===== src/design/wth_fifo.sv =====
// Two-entry word queue between intake and table engine.
module wth_fifo #(
    parameter int W = 158
) (
    input  logic         i_clk,
    input  logic         i_rst_n,
    input  logic         i_valid,
    output logic         o_ready,
    input  logic [W-1:0] i_data,
    output logic         o_valid,
    input  logic         i_ready,
    output logic [W-1:0] o_data
);
    logic [W-1:0] r_mem [2];
    logic         r_wp, r_rp;
    logic [1:0]   r_cnt;
    logic         push, pop;

    assign o_ready = r_cnt != 2'd2;
    assign o_valid = r_cnt != 2'd0;
    assign o_data  = r_mem[r_rp];
    assign push    = i_valid && o_ready;
    assign pop     = o_valid && i_ready;

    always_ff @(posedge i_clk) begin
        if (!i_rst_n) begin
            r_wp  <= 1'b0;
            r_rp  <= 1'b0;
            r_cnt <= 2'd0;
        end else begin
            if (push) r_wp <= !r_wp;
            if (pop)  r_rp <= !r_rp;
            r_cnt <= r_cnt + 2'(push) - 2'(pop);
        end
    end

    always_ff @(posedge i_clk) begin
        if (push) r_mem[r_wp] <= i_data;
    end

endmodule


===== config.mk =====
export PLATFORM = sky130hd
export DESIGN_NAME = wth_fifo
export DESIGN_NICKNAME = d
export VERILOG_FILES = /design/src/design/wth_fifo.sv
export SDC_FILE = /design/constraint.sdc
export NUM_CORES = 1
export LEC_CHECK = 0
export ABC_AREA = 1
export BUFFER_PORTS_ARGS = -buffer_cell sky130_fd_sc_hd__clkbuf_2
export CORE_ASPECT_RATIO = 2
export CORE_MARGIN = 2
export CORE_UTILIZATION = 56
export DETAILED_ROUTE_END_ITERATION = 12
export PLACE_DENSITY = 0.92
export RECOVER_POWER = 100
export SLEW_MARGIN = 40
export SYNTH_ARGS = -nofsm -noshare
export SYNTH_HDL_FRONTEND = slang
export SYNTH_SLANG_ARGS = --single-unit

===== constraint.sdc =====
create_clock -name i_clk -period 16.2 [get_ports i_clk]
set_input_delay 4.86 -clock i_clk [delete_from_list [all_inputs] [get_ports i_clk]]
set_output_delay 4.86 -clock i_clk [all_outputs]
set_load 0.02 [all_outputs]

==> metrics.csv <==
metric,value,unit
first-pass GRT wire length,34040,um
clk_skew,0.01842,ns
"Seq/Total Area, Yosys",0.7946,
I/O Buffers,321,
drt pass-1 iters,4,
type of the worst setup path,input port to flip-flop,
final design utilization,0.6709,
leakage power,5.047,nW
Final Hold Viols,0,
failing checks,"max-capacitance violations, max-slew violations",
First DRT Iteration DRCs,249,
peak supply drop,0.1200,mV
postcts setup bufs,0,
clk_lat worst skew,0.53,ns
gr usage total,0.2004,
Vias per Instance,5.226,
Post-Syn Area,12070,sq um
worst hold path class,flip-flop to flip-flop,
Non-Filler Instances,1163,
RePlAce Congestion,0.7663,
Core Box Area,21400,sq um
RSZ-0062 raised after global routing,no,
post-synthesis instance total,528,
register bit total from synthesis,321,
Num CTS Buffers,26,
status,"complete, but fails checks",
"Reg clk slew, reported paths",0.07,ns
syn avg cell area,22.86,sq um
Synth warnings,0,
H-tree level count,1,
maximum clock path buffer count,3,
worst-path fanout max,63,
Initial Util,0.5640,
antenna violations before repair,9,
Final setup viols,0,
Rel. slew slack,-2.204,
# fillers,1553,
WP data required,16.41,ns
Setup crit start kind,input port,
DR WL/cell,20.48,um
row cnt,76,
Final #Nets,1030,
placed cells,1110,
DRT antenna net count,0,
crit path time final,10.07,ns
largest net degree at the start of global routing,86,
CTS tree,yes,
Final Cycle Share,0.6214,
net count after synthesis,691,
FMAX,99.34,MHz
gr ovfl total,0,
die height,211.6,um
MaxCap Viol Count,6,
Via Count,6078,
area delta synth->final,18.95,%
cts repair resizes,0,
fraction of layout cells with a size suffix above 1,0.2878,
vias in the first global route,6438,
Post-CTS Hold Fix Bufs,0,
crit path DAT,10.27,ns
final setup TNS,0,ns
die area,22810,sq um
# IOs,322,
Critical Path End Type,flip-flop,
Clock Sinks,321,
final wirelength,23820,um
"Distinct cells, synth",14,
worst-margin pin slew,4.806,ns
Residual DRC,0,
die width,107.8,um
Root Buffer Master,clkbuf_16,
Power Density,168.1,nW/um^2
max-slew violation count,348,
post-DP HPWL,16060,um
==> final timing paths <==
check	slack, ns	cells after the start	to	from
worst max register to register	10.00	7	r_mem[0][26]	r_cnt[0]
worst min-delay path	0.51	2	flip-flop	r_rp
worst min register to register	0.51	2	flip-flop	r_rp
worst max-delay path	6.13	6	r_mem[0][26]	i_valid
==> metal layers <==
| layer | vias to the layer above | track usage | wire length (um) | share of wire |
|---|---|---|---|---|
| li1 | 2764 | - | - | - |
| met1 | 2989 | 0.1999 | 7763 | 0.33 |
| met2 | 247 | 0.3761 | 13260 | 0.56 |
| met3 | 70 | 0.05265 | 1695 | 0.071 |
| met4 | 8 | 0.09416 | 1051 | 0.044 |
| met5 | - | 0 | 48 | 0.0020 |
==> through the flow <==
step	total power, mW	worst slack, ns	cell area (sq um)	hold WS [ns]
CTS	2.516	8.447	14940	0.5155
floorplan	1.614	3.922	12070	0.4669
global route	2.503	5.653	14350	0.5684
finish	2.413	6.133	14360	0.5145
global placement	1.756	8.348	13890	0.4759
detailed placement	1.778	8.536	13910	0.4893
==> Yosys cell counts (all sizes together) <==
master	instances	area (sq um)
a21oi	1	5.000
nand2	11	41.29
edfxtp	316	9489
xnor2	1	8.760
nand3	1	5.000
mux2	158	2158
nor2	9	33.78
dfxtp	5	100.1
buf	18	187.7
ha	1	12.51
inv	7	26.28
==> sequential cells by signal (all words and copies together), names as in the netlist, named ones only <==
| signal | cells |
|---|---|
| r_mem | 316 |
| r_cnt | 2 |
| r_rp | 1 |
| r_wp | 1 |
==> final cells by class <==
class / count / area [sq um] / area share
flip-flops and latches: 321 / 9589 / 0.6680
multi-input cells: 182 / 1908 / 0.1329
repair buffers: 329 / 1448 / 0.1008
clock buffers: 29 / 683.2 / 0.04759
clock inverters: 18 / 349.1 / 0.02432
well taps: 273 / 341.6 / 0.02380
inverters: 7 / 26.28 / 0.001830
diodes: 4 / 10.01 / 0.0006973
==> worst max-delay path, cell delays in order <==
cell	delay (ns)
clkbuf_2	0.09
nand2_1	0.15
nor2_1	1.54
clkbuf_1	2.03
clkbuf_1	1.16
buf_16	0.38
==> where the power goes <==
| group | switching [mW] | internal (mW) |
|---|---|---|
| Clock | 0.282 | 0.452 |
| Combinational | 0.383 | 0.198 |
| Sequential | 0.0366 | 1.06 |
| Total | 0.701 | 1.71 |
==> cell families (layout without fill, tap and decap cells) <==
family                   after synthesis  count (layout)  synth area share
multiplexers                         158             158            0.1788
AND/OR/NAND/NOR                       21              21          0.006635
buffers and inverters                 25             383           0.01773
other                                  0               4                 0
AO/OA/AOI/OAI                          1               1         0.0004143
adder cells (fa/ha/maj)                1               1          0.001037
XOR/XNOR                               1               1         0.0007259
flip-flops                           321             321            0.7946
==> cell usage in the layout, fill, tap and decap left out <==
cell type / synthesis / routed
clkinv_2: 0 / 2
mux2_1: 0 / 100
buf_1: 0 / 2
inv_16: 0 / 1
ha_1: 1 / 1
nand2_1: 11 / 11
mux2_4: 101 / 6
diode_2: 0 / 4
bufinv_16: 0 / 9
buf_16: 0 / 1
clkinvlp_4: 0 / 3
xnor2_1: 1 / 1
nand3_1: 1 / 1
dfxtp_1: 5 / 5
nor2_1: 9 / 9
clkbuf_2: 0 / 151
clkbuf_1: 0 / 177
inv_1: 7 / 7
clkinv_4: 0 / 3
clkbuf_16: 0 / 27
a21oi_1: 1 / 1
edfxtp_1: 316 / 316
mux2_2: 57 / 52
Note: power is estimated with default switching activity, not from simulation.
