--- src/design/wth_pkg.sv ---
// Shared types and constants of the word table with double hashing.
package wth_pkg;

    localparam int KEY_W    = 20;
    localparam int KEY_MULT = 26;
    localparam int DOC_W    = 4;
    localparam int OUT_W    = 10;
    localparam int BMP_W    = 16;

    localparam logic [7:0] CHAR_LC_A = 8'h61;
    localparam logic [7:0] CHAR_UC_A = 8'h41;
    localparam logic [7:0] CHAR_UC_Z = 8'h5A;

    typedef enum logic [2:0] {
        ST_NEW       = 3'd0,
        ST_ADDED     = 3'd1,
        ST_FOUND     = 3'd2,
        ST_NOT_FOUND = 3'd3,
        ST_FULL      = 3'd4,
        ST_TOO_LONG  = 3'd5
    } t_status;

    typedef enum logic [2:0] {
        BK_CLEAR,
        BK_IDLE,
        BK_HASH,
        BK_READ,
        BK_CHECK
    } t_back_state;

endpackage

--- src/design/wth_front.sv ---
// Character intake: case folding, word buffer and running key.
module wth_front import wth_pkg::*; #(
    parameter int MAX_WORD_LEN = 16,
    parameter int LEN_W        = 5,
    parameter int JOB_W        = 158
) (
    input  logic             i_clk,
    input  logic             i_rst_n,
    input  logic             i_hold,
    input  logic             i_valid,
    output logic             o_ready,
    input  logic             i_func,
    input  logic [7:0]       i_letter,
    input  logic             i_last,
    input  logic [DOC_W-1:0] i_doc,
    output logic             o_job_valid,
    input  logic             i_job_ready,
    output logic [JOB_W-1:0] o_job
);
    localparam int IDX_W = $clog2(MAX_WORD_LEN);

    logic [7:0]              r_buf [MAX_WORD_LEN];
    logic [LEN_W-1:0]        r_len, n_len;
    logic [KEY_W-1:0]        r_key, n_key;
    logic [7:0]              c;
    logic signed [8:0]       dif;
    logic [9:0]              w;
    logic signed [KEY_W-1:0] dif_x, w_x, prod;
    logic                    take, store;
    logic [8*MAX_WORD_LEN-1:0] chars;

    assign o_ready = !i_hold && i_job_ready;
    assign take    = i_valid && o_ready;
    assign store   = r_len < LEN_W'(MAX_WORD_LEN);

    always_comb begin
        c = i_letter;
        if (i_letter >= CHAR_UC_A && i_letter <= CHAR_UC_Z) begin
            c = i_letter + (CHAR_LC_A - CHAR_UC_A);
        end
        dif   = $signed({1'b0, c}) - $signed({1'b0, CHAR_LC_A});
        w     = 10'(KEY_MULT * int'(r_len));
        dif_x = KEY_W'(dif);
        w_x   = $signed(KEY_W'(w));
        prod  = dif_x * w_x;
        if (store) begin
            n_len = r_len + 1'b1;
            n_key = r_key + KEY_W'(prod);
        end else begin
            n_len = LEN_W'(MAX_WORD_LEN + 1);
            n_key = r_key;
        end
        for (int k = 0; k < MAX_WORD_LEN; k++) begin
            chars[8*k +: 8] = (store && r_len[IDX_W-1:0] == IDX_W'(k)) ? c : r_buf[k];
        end
    end

    assign o_job_valid = i_valid && !i_hold && i_last;
    assign o_job       = {chars, n_key, n_len, i_doc, i_func};

    always_ff @(posedge i_clk) begin
        if (!i_rst_n) begin
            r_len <= '0;
            r_key <= '0;
        end else if (take) begin
            r_len <= i_last ? '0 : n_len;
            r_key <= i_last ? '0 : n_key;
        end
    end

    always_ff @(posedge i_clk) begin
        if (take && store) begin
            r_buf[r_len[IDX_W-1:0]] <= c;
        end
    end

endmodule

--- config.mk ---
export PLATFORM = sky130hd
export DESIGN_NAME = wth_front
export DESIGN_NICKNAME = d
export VERILOG_FILES = /design/src/design/wth_pkg.sv /design/src/design/wth_front.sv
export SDC_FILE = /design/constraint.sdc
export NUM_CORES = 1
export LEC_CHECK = 0
export ABC_AREA = 1
export BUFFER_PORTS_ARGS = -buffer_cell sky130_fd_sc_hd__buf_4
export CAP_MARGIN = 5
export CELL_PAD_IN_SITES_DETAIL_PLACEMENT = 1
export CELL_PAD_IN_SITES_GLOBAL_PLACEMENT = 1
export CORE_MARGIN = 8
export CORE_UTILIZATION = 39
export DETAILED_ROUTE_END_ITERATION = 6
export PLACE_DENSITY_LB_ADDON = 0.1
export SETUP_SLACK_MARGIN = 0.02
export SLEW_MARGIN = 20
export SYNTH_ARGS = -nofsm -noshare
export SYNTH_HDL_FRONTEND = slang
export SYNTH_SLANG_ARGS = --single-unit
--- constraint.sdc ---
create_clock -name i_clk -period 9.1 [get_ports i_clk]
set_input_delay 0.91 -clock i_clk [delete_from_list [all_inputs] [get_ports i_clk]]
set_output_delay 0.91 -clock i_clk [all_outputs]
set_load 0.02 [all_outputs]
==> summary.md <==
| Metric | Value |
|---|---|
| Post-DR vias/cell | 5.02 |
| RSZ-0062 raised after global routing | true |
| Max Clk Rate | approximately 110 MHz |
| Slew Viols, Final | 0 |
| Clock power share | between 40% and 50% |
| Final setup viols | 0 |
| GRT Resource Usage Total | approximately a fifth |
| IO Port Bufs | around 170 |
| Power Total | 0.00174 W |
| DIE AREA | 0.0336 mm^2 |
| #FFs+latches synth | between 150 and 200 |
| Hold Path Depth | 2 |
| Top-count cell post-synth | nand2_1 |
| WP data required | roughly 8 ns |
| Slew HR | between 30% and 40% |
| Wire per inst | ~19 um |
| Switching power total | ~0.00052 W |
| Final HPWL DP | 26.6 mm |
| Worst path max stage delay | about 0.58 ns |
| CTS tree | done |
| Post-synth top area cell | edfxtp_1 |
| Clock buffer count from CTS | 17 |
| Detailed-route via count | about 9400 |
| Starting Density | between 30% and 40% |
| Top Family by Delay on Critical Path | adder cells |
| Compound-cell area share of the yosys netlist | between 10% and 20% |
| CP max FO | 6 |
| Final ANT Viol Nets | 0 |
| Asr flop ratio synth | 0% |
| Largest family of logic cells by synthesized area | adder cells |
| Number of fill cells | approximately 3300 |
| Starting DRT DRC Count | between 300 and 400 |
| Arr. time, crit path | 7.91 ns |
| Crit path from | r_len[1] |
| EDFF count, synth | between 100 and 150 |
| Depth of the most critical reg-to-reg path | 39 |
| Combinational power share | between 10% and 20% |
| Top_reg_cell synth | edfxtp_1 |
| Slew @ Worst Pin | between 0.9 and 1 ns |
| Synth Area in Adders | 20.6% |
| Worst reg2reg setup slack | ~1.6 ns |
| Core Area | 0.0277 mm^2 |
| Netlist cell types | 43 |
| Fin crit share | 97.0% |
| HP Start | r_key[16] |
| CP max stage cell | fa_2 |
| Synthesized Nets | about 1400 |
| Worst Path Class, Setup | flip-flop to output pin |
| First-pass GRT wire length | 55.7 mm |
| DR DRC count | 0 |
| Total grt overflow | 0 |
| Max Buffers Root-to-Sink | 2 |
| Synth Area per Inst | about 8.5 um^2 |
| Yosys top cell area share | a little over a third |
| Final net count | 1648 |
| Antenna diode count | 0 |
| Seq pwr share | roughly 44% |
| Mux cell area share after synthesis | 0.0917% |
| Area contributors post-synth | edfxtp_1 35%, nand2_1 11%, ha_1 11% |
| Final WL | around 36 mm |
| CP startpoint kind | flip-flop |
| Cell area power density | 125 mW/mm^2 |
| LEAKAGE | around 6.4 nW |
| Area growth syn-to-layout | 27.4% |
| Post-Synth Simple-Gate Area | between 10% and 20% |
| Final TNS setup | 0 ns |
| Worst-path clk slew | about 0.080 ns |
| Mapped Area | 0.0109 mm^2 |
| Final GP Congestion | around 0.86 |
| H-Tree Depth | 4 |
| Row cnt | a little over 60 |
| Buf/Inv on CP | 9 |
| Clock skew | ~0.012 ns |
| Largest net degree at the start of global routing | 42 |
| Reg-to-Reg End | r_key[19] |
| Layout cells sized above 1 | about a quarter |
| Reg2reg start | r_len[1] |
| Most used cell along the critical path | nand2_1 |
| Status | finished clean |
| Initial antenna violation count | 0 |
| Pre-antenna DRT Iters | 5 |
| Endpoints failing hold | 0 |
| Peak supply drop | 103 uV |
| Part of the Yosys area used for sequential elements | roughly 40% |
| Mapped Cells | approximately 1300 |
| CTS Root Cell | clkbuf_16 |
| Switching share of total power | 29.7% |
| Vias in the first global route | a little over 10000 |
| Synth Area in XOR/XNOR | 1.85% |
| Worst-Skew Late Latency | 0.43 ns |
| Hold/Removal Path Class | flip-flop to flip-flop |
| Synthesis warning total | 0 |
| Internal Power | 0.00122 W |
| Die Width | roughly 180 um |
| Worst Setup End Kind | output pin |
| Clk sink count | about 150 |
| Worst min-delay path endpoint | r_key[16] |
| Commonest cells in the netlist | 330 x nand2_1, 180 x inv_1, 144 x o21ai_0, 128 x edfxtp_1, 95 x ha_1 |
| Period minus WS final | about 8.8 ns |
| MaxCap Viol Count | 0 |
| Die height | between 150 and 200 um |
| Io pins | approximately 180 |
[routing by layer]
layer  global-route usage [%]  vias to the layer above  wire length [um]
li1                         -                     4532                 -
met1                     24.8                     4575             14700
met2                     38.4                      244             18200
met3                     4.00                       52              1740
met4                     6.99                        0              1030
met5                        0                        -                 0
[worst max path at each step]
stage	endpoint	slack, ns	depth (start not counted)
6_report	o_job[28]	0.28	39
5_1_grt	o_job[27]	-0.04	36
4_1_cts	o_job[28]	0.03	39
3_5_place_dp	o_job[29]	-0.07	44
3_3_place_gp	o_job[28]	0.15	41
2_1_floorplan	o_job[28]	0.33	41
[cells in the final DEF, fill, tap and decap left out, drive strengths merged, types with 4 or more instances in the layout]
cell type	Yosys	layout
nand3	32	32
o21ai	146	146
a21oi	55	55
dfxtp	24	24
nor3	8	8
o21bai	8	8
edfxtp	128	128
clkinv	1	4
nand2	333	333
and2	6	6
clkbuf	38	17
nor2	99	99
ha	95	95
inv	187	198
xnor2	10	10
fa	53	53
or2	15	15
xor2	13	13
buf	7	230
[kinds of logic (layout without fill, tap and decap cells)]
kind of cell / after synthesis / after routing
AND/OR/NAND/NOR: 500 / 500
buffers and inverters: 233 / 450
AO/OA/AOI/OAI: 219 / 219
flip-flops: 152 / 152
adder cells (fa/ha/maj): 148 / 148
XOR/XNOR: 23 / 23
other: 1 / 1
multiplexers: 1 / 1
[state kept, by name, summed over array words and instances (netlist names)]
signal	count
r_key	19
r_len	5
r_buf	128
[worst register-to-register path, delay by kind of cell, from the launching register on]
kind                     cells  cell delay, ns
buffers and inverters        9            0.74
AO/OA/AOI/OAI                3            0.41
flip-flops                   1            0.38
XOR/XNOR                     1            0.35
AND/OR/NAND/NOR             16            1.58
adder cells (fa/ha/maj)     10            3.97
[per-stage QoR]
| stage | util (%) | hold slack (ns) | cells | cell area (um^2) | setup slack, ns |
|---|---|---|---|---|---|
| final | 50.2 | 0.491 | 1872 | 13900 | 0.276 |
| after global placement | 46.3 | 0.479 | 1829 | 12800 | 0.147 |
| after global routing | 50.2 | 0.522 | 1872 | 13900 | -0.0402 |
| after detailed placement | 46.3 | 0.484 | 1829 | 12800 | -0.0692 |
| after CTS | 48.7 | 0.495 | 1862 | 13500 | 0.0304 |
| after floorplan | - | 0.458 | 1277 | 10900 | 0.331 |
[power groups by stage]
stage / registers (W) / logic, W / clock network (W)
after floorplan: 0.000773 / 0.000145 / 0
final: 0.000758 / 0.000268 / 0.000713
after global placement: 0.000774 / 0.000246 / 0
after CTS: 0.000758 / 0.000255 / 0.000725
after detailed placement: 0.000774 / 0.000248 / 0
after global routing: 0.000758 / 0.000294 / 0.000748
[what timing repair did]
item	4_1_cts	5_1_grt
setup endpoints to repair	9	10
hold endpoints to repair	0	0
gates resized for setup	21	79
hold buffers	0	0
buffers inserted	1	10
pin swaps	5	46
[cell type report]
cell class / instances / area (um^2) / area share (%)
Clock inverter: 15 / 153 / 1.10
Inverter: 188 / 708 / 5.09
Multi-Input combinational cell: 892 / 6080 / 43.7
Timing Repair Buffer: 230 / 1730 / 12.5
Sequential cell: 152 / 4340 / 31.2
Tap cell: 378 / 473 / 3.40
Clock buffer: 17 / 425 / 3.06
(Power assumes the default switching activity.)
